### src/rtl/core/ran_pkg.sv
// Package for the rational adder: payload structs, status codes, sequencer states.
// Depends on nothing; used by every file in rtl/core.
package ran_pkg;

   localparam int WIDTH = 32;
   localparam int PW    = 64;   // width of cross products and GCD operands
   localparam int NCELL = 8;    // multiplier cells, 4 bits of the multiplier each
   localparam int DIGW  = PW / NCELL;

   typedef enum logic [1:0] {
      STATUS_OK   = 2'd0,
      STATUS_ZDEN = 2'd1,
      STATUS_OVF  = 2'd2
   } status_type;

   typedef enum logic [3:0] {
      ST_IDLE, ST_MUL, ST_SUM, ST_GCD_START, ST_GCD, ST_DIVN_START, ST_DIVN,
      ST_DIVD_START, ST_DIVD, ST_DONE
   } state_type;

   typedef struct packed {
      logic signed [31:0] a_num;
      logic signed [31:0] a_den;
      logic signed [31:0] b_num;
      logic signed [31:0] b_den;
   } req_type;

   typedef struct packed {
      logic signed [31:0] sum_num;
      logic [30:0]        sum_den;
      logic               is_equal;
      logic               is_less;
      logic               a_nonzero;
      logic [1:0]         status;
   } rsp_type;

   // Control from the sequencer to the shared divider.
   typedef struct packed {
      logic start;
      logic [PW-1:0] dividend;
      logic [PW-1:0] divisor;
   } div_ctl_type;

   typedef struct packed {
      logic done;
      logic [PW-1:0] quotient;
      logic [PW-1:0] remainder;
   } div_res_type;

endpackage

### src/rtl/core/ran_divider.sv
// Restoring divider, one quotient bit a cycle while busy.
// Depends on ran_pkg.
module ran_divider (
   input  logic                 clock,
   input  logic                 reset,
   input  ran_pkg::div_ctl_type ctl,
   output ran_pkg::div_res_type res
);
   logic [ran_pkg::PW-1:0] q_ff, q_in, r_ff, r_in, d_ff, d_in;
   logic [6:0]             cnt_ff, cnt_in;
   logic                   busy_ff, busy_in, done_ff, done_in;
   logic [ran_pkg::PW:0]   trial;

   always_comb begin
      q_in = q_ff; r_in = r_ff; d_in = d_ff; cnt_in = cnt_ff;
      busy_in = busy_ff; done_in = 1'b0;
      trial = '0;
      if (ctl.start) begin
         q_in = ctl.dividend; r_in = '0; d_in = ctl.divisor;
         cnt_in = 7'd64; busy_in = 1'b1;
      end else if (busy_ff) begin
         trial = {r_ff, q_ff[ran_pkg::PW-1]} - {1'b0, d_ff};
         if (!trial[ran_pkg::PW]) begin
            r_in = trial[ran_pkg::PW-1:0];
            q_in = {q_ff[ran_pkg::PW-2:0], 1'b1};
         end else begin
            r_in = {r_ff[ran_pkg::PW-2:0], q_ff[ran_pkg::PW-1]};
            q_in = {q_ff[ran_pkg::PW-2:0], 1'b0};
         end
         cnt_in = cnt_ff - 7'd1;
         if (cnt_ff == 7'd1) begin
            busy_in = 1'b0; done_in = 1'b1;
         end
      end
   end

   always_ff @(posedge clock) begin
      if (reset) begin
         busy_ff <= 1'b0; done_ff <= 1'b0; cnt_ff <= '0;
      end else begin
         busy_ff <= busy_in; done_ff <= done_in; cnt_ff <= cnt_in;
      end
      q_ff <= q_in; r_ff <= r_in; d_ff <= d_in;
   end

   assign res.done      = done_ff;
   assign res.quotient  = q_ff;
   assign res.remainder = r_ff;

   a_done_pulse: assert property (@(posedge clock) disable iff (reset)
      done_ff |=> !done_ff) else $error("divider done held");
   a_busy_done: assert property (@(posedge clock) disable iff (reset)
      done_ff |-> !busy_ff) else $error("divider done while busy");
   a_cnt_idle: assert property (@(posedge clock) disable iff (reset)
      !busy_ff && !ctl.start |=> !busy_ff) else $error("divider woke itself");
endmodule

### config.mk
export PLATFORM = sky130hd
export DESIGN_NAME = ran_divider
export DESIGN_NICKNAME = d
export VERILOG_FILES = /design/src/rtl/core/ran_pkg.sv /design/src/rtl/core/ran_divider.sv
export SDC_FILE = /design/constraint.sdc
export NUM_CORES = 1
export LEC_CHECK = 0
export ABC_AREA = 1
export ABC_CLOCK_PERIOD_IN_PS = 2900
export BUFFER_PORTS_ARGS = -buffer_cell sky130_fd_sc_hd__buf_2
export CAP_MARGIN = 30
export CORE_MARGIN = 1
export CORE_UTILIZATION = 55
export CTS_CLUSTER_SIZE = 40
export DETAILED_ROUTE_END_ITERATION = 10
export GPL_TIMING_DRIVEN = 0
export PLACE_DENSITY_LB_ADDON = 0.1
export RECOVER_POWER = 50
export SYNTH_ARGS = -nofsm -noshare
export SYNTH_HDL_FRONTEND = slang
export SYNTH_SLANG_ARGS = --single-unit
export TNS_END_PERCENT = 50
### constraint.sdc
create_clock -name clock -period 2.9 [get_ports clock]
set_input_delay 0.145 -clock clock [delete_from_list [all_inputs] [get_ports clock]]
set_output_delay 0.145 -clock clock [all_outputs]
set_load 0.02 [all_outputs]
==> impl_metrics.yaml <==
clock_network:
  clk_latency_ns: 0.53
  cts_max_level: 1
  cts_root_buf: "clkbuf_16"
  clockBufferDepth: 3
  clk_pin_slew_worst_paths_ns: 0.06
  cts.sinks: 201
  cts_buffers: 22
  cts_tree: "built"
pwr:
  power_density_nw_per_um2: 405
  p_clk_share_pct: 38.2
  p_int_w: 0.00531
  p_leak_nw: 10.4
  ir_drop_uv: 522
  p_seq_share_pct: 45.2
  combPwrFrac_pct: 16.6
  netSwitchingPower_w: 0.00216
  p_sw_share_pct: 28.9
timing:
  rsz0062_at_grt: "true"
  fin_ws_ns: 0.0189
  maxSlewViolCount: 34
  relSlewSlack_pct: -34.8
  finalSetupViolCount: 0
  timing.fmax_mhz: 347
  skew_ns: 0.0109
  finalHoldViolCount: 0
  fin_crit_sh_pct: 99.3
  period_minus_slack_ns: 2.88
  worstMarginPinSlew_ns: 2.02
  tns_ns: 0
setup_path:
  arrival_ns: 3.32
  path_buf_inv: 2
  startpoint_type: "register"
  cp_top_family: "simple AND/OR/NAND/NOR gates"
  r2r-start: "d_ff[56]"
  criticalPathCategory: "register to register"
  rr_endpoint: "r_ff[58]"
  reg2reg_depth: 14
  end_kind: "register"
  max_stage_delay_ns: 0.55
  ff2ff_setup_slack_ns: 0.02
  critical_path.cell_chain: "inv_1, ha_1, nand2_1, inv_1, nand2_1, nor3_1, nand2_1, nor2_1, nand2_1, nand2_1, nand2_1, nand2_1, nor2_1, o21ai_1"
  path_common_cell: "nand2_1"
  critPathRequiredTime_ns: 3.34
  cp_slowest_cell: "nor3_1"
  critPathMaxFanout: 5
yosys:
  syn-cell-area_um2: 14400
  syn-instance-count: 2309
  synthArstFlopShare_pct: 0
  synth_flop_cell: "edfxtp_1"
  ys_seq_area_share_pct: 36.7
  ys_warn_count: 0
  syn_avg_cell_area_um2: 6.26
  synth-seq-cells: 201
  syn_nets: 2507
  synth_cell_types: 38
  synth-edff-count: 128
min_path:
  min_to: "d_ff[3]"
  min_path_cells: 1
  hp-start: "ctl[128]"
  hp-class: "input pin to register"
floorplan:
  rows: 58
  die_x_um: 164
  die_area_um2: 26900
  initial_core_util_pct: 56.7
  ios: 260
  core_um2: 25500
  die_h_um: 164
status:
  violations: "capacitance limit, slew limit"
  status: "complete, but fails checks"
grt:
  track_usage_pct: 40.9
  grt_start_max_net_pins: 38
  grt_pass1_vias: 15700
  grt_pass1_wl_um: 83700
  antenna_found_initial: 0
  grt_overflow_total: 0
finish:
  antenna_cells: 0
  syn2layout_area_growth_pct: 27.6
  nNetsFinal: 2937
  postLayoutCellArea_um2: 18400
  final_common_cell: "nand2_1"
  layout_common_cells: "nand2_1, inv_1, buf_2, clkbuf_1, dlygate4sd3_1"
  drive_above_1_share_pct: 9.29
routing:
  totalWireLength_um: 56700
  vias_per_cell: 5.36
  drcViolationCount: 0
  vias: 16500
  routedWlPerCell_um: 18.4
  dr.pass1.iters: 6
  first_iter_violations: 2051
  antenna_left: 0
placed_design:
  post-place-ws_ns: -0.303
  place_congestion: 1.01
  numPortBuffers: 259
  place_area_um2: 16200
  hpwl_um: 37400
run:
  drv_cap: 1
[sequential cells by signal, indices dropped and copies added (netlist names)]
name,cells
cnt_ff,7
busy_ff,1
r_ff,64
d_ff,64
q_ff,64
done_ff,1
[worst max path at each step]
stage,endpoint,cells past startpoint,start
floorplan,q_ff[0],19,q_ff[63]
global placement,q_ff[38],6,ctl[128]
detailed placement,q_ff[38],7,ctl[128]
CTS,r_ff[28],21,q_ff[63]
global route,r_ff[62],18,q_ff[63]
finish,r_ff[58],14,d_ff[56]
[repair_timing]
item | in CTS | in global routing
resized for setup | 10 | 32
endpoints found under the setup margin | 60 | 99
setup buffers | 4 | 5
hold buffers | 129 | 0
pin swaps | 2 | 5
endpoints found under the hold margin | 130 | 0
cloned | 0 | 6
[power by group through the flow]
stage / clock network (W) / registers (W) / logic [W]
2_1_floorplan: 0 / 0.00350 / 0.000506
3_3_place_gp: 0 / 0.00340 / 0.000968
3_5_place_dp: 0 / 0.00340 / 0.00101
4_1_cts: 0.00280 / 0.00334 / 0.00115
5_1_grt: 0.00295 / 0.00338 / 0.00132
6_report: 0.00286 / 0.00337 / 0.00124
[stage by stage]
step | hold slack, ns | util [%] | std cells | total power (W)
finish | 0.253 | 72.4 | 3085 | 0.00747
detailed placement | 0.323 | 63.6 | 2901 | 0.00441
floorplan | 0.214 | - | 2309 | 0.00401
global route | 0.259 | 72.4 | 3085 | 0.00765
global placement | 0.321 | 63.4 | 2898 | 0.00436
CTS | 0.273 | 71.8 | 3074 | 0.00729
[layout make-up]
class                           count  area, um2
Multi-Input combinational cell   1551       7060
Timing Repair Buffer              406       2720
Buffer                             44        300
Fill cell                        1995       7040
Tap cell                          330        413
Inverter                          513       1930
Sequential cell                   201       5310
Clock buffer                       30        591
Clock inverter                     10        124
[synthesized netlist by cell type (6+ instances only)]
cell | n | area share [%]
a21oi_1 | 50 | 1.7
buf_2 | 6 | 0.21
buf_6 | 6 | 0.47
clkbuf_1 | 27 | 0.70
clkinv_1 | 6 | 0.16
dfxtp_1 | 73 | 10
edfxtp_1 | 128 | 27
ha_1 | 66 | 5.7
inv_1 | 502 | 13
nand2_1 | 1095 | 28
nand2_2 | 10 | 0.43
nand3_1 | 120 | 4.2
nand3b_1 | 8 | 0.42
nand4_1 | 8 | 0.35
nor2_1 | 111 | 2.9
nor2_2 | 7 | 0.30
nor3_1 | 16 | 0.55
o21ai_0 | 7 | 0.24
o21ai_1 | 6 | 0.21
xnor2_1 | 26 | 1.6
[kinds of logic (layout without fill, tap and decap cells)]
family,count (synthesis),count (layout),synth area share [%]
compound gates,70,70,2.56
xor+xnor,31,31,1.88
fa+ha+maj,67,67,5.86
buf+inv,557,1003,15.0
flops,201,201,36.7
simple gates,1383,1383,38.0
[routing by layer]
layer,global-route usage [%],share of wire (%)
met5,0,0
met3,7.25,10
met1,50.1,38
met2,68.6,45
met4,21.0,6.3
Note: power is estimated with default switching activity, not from simulation.
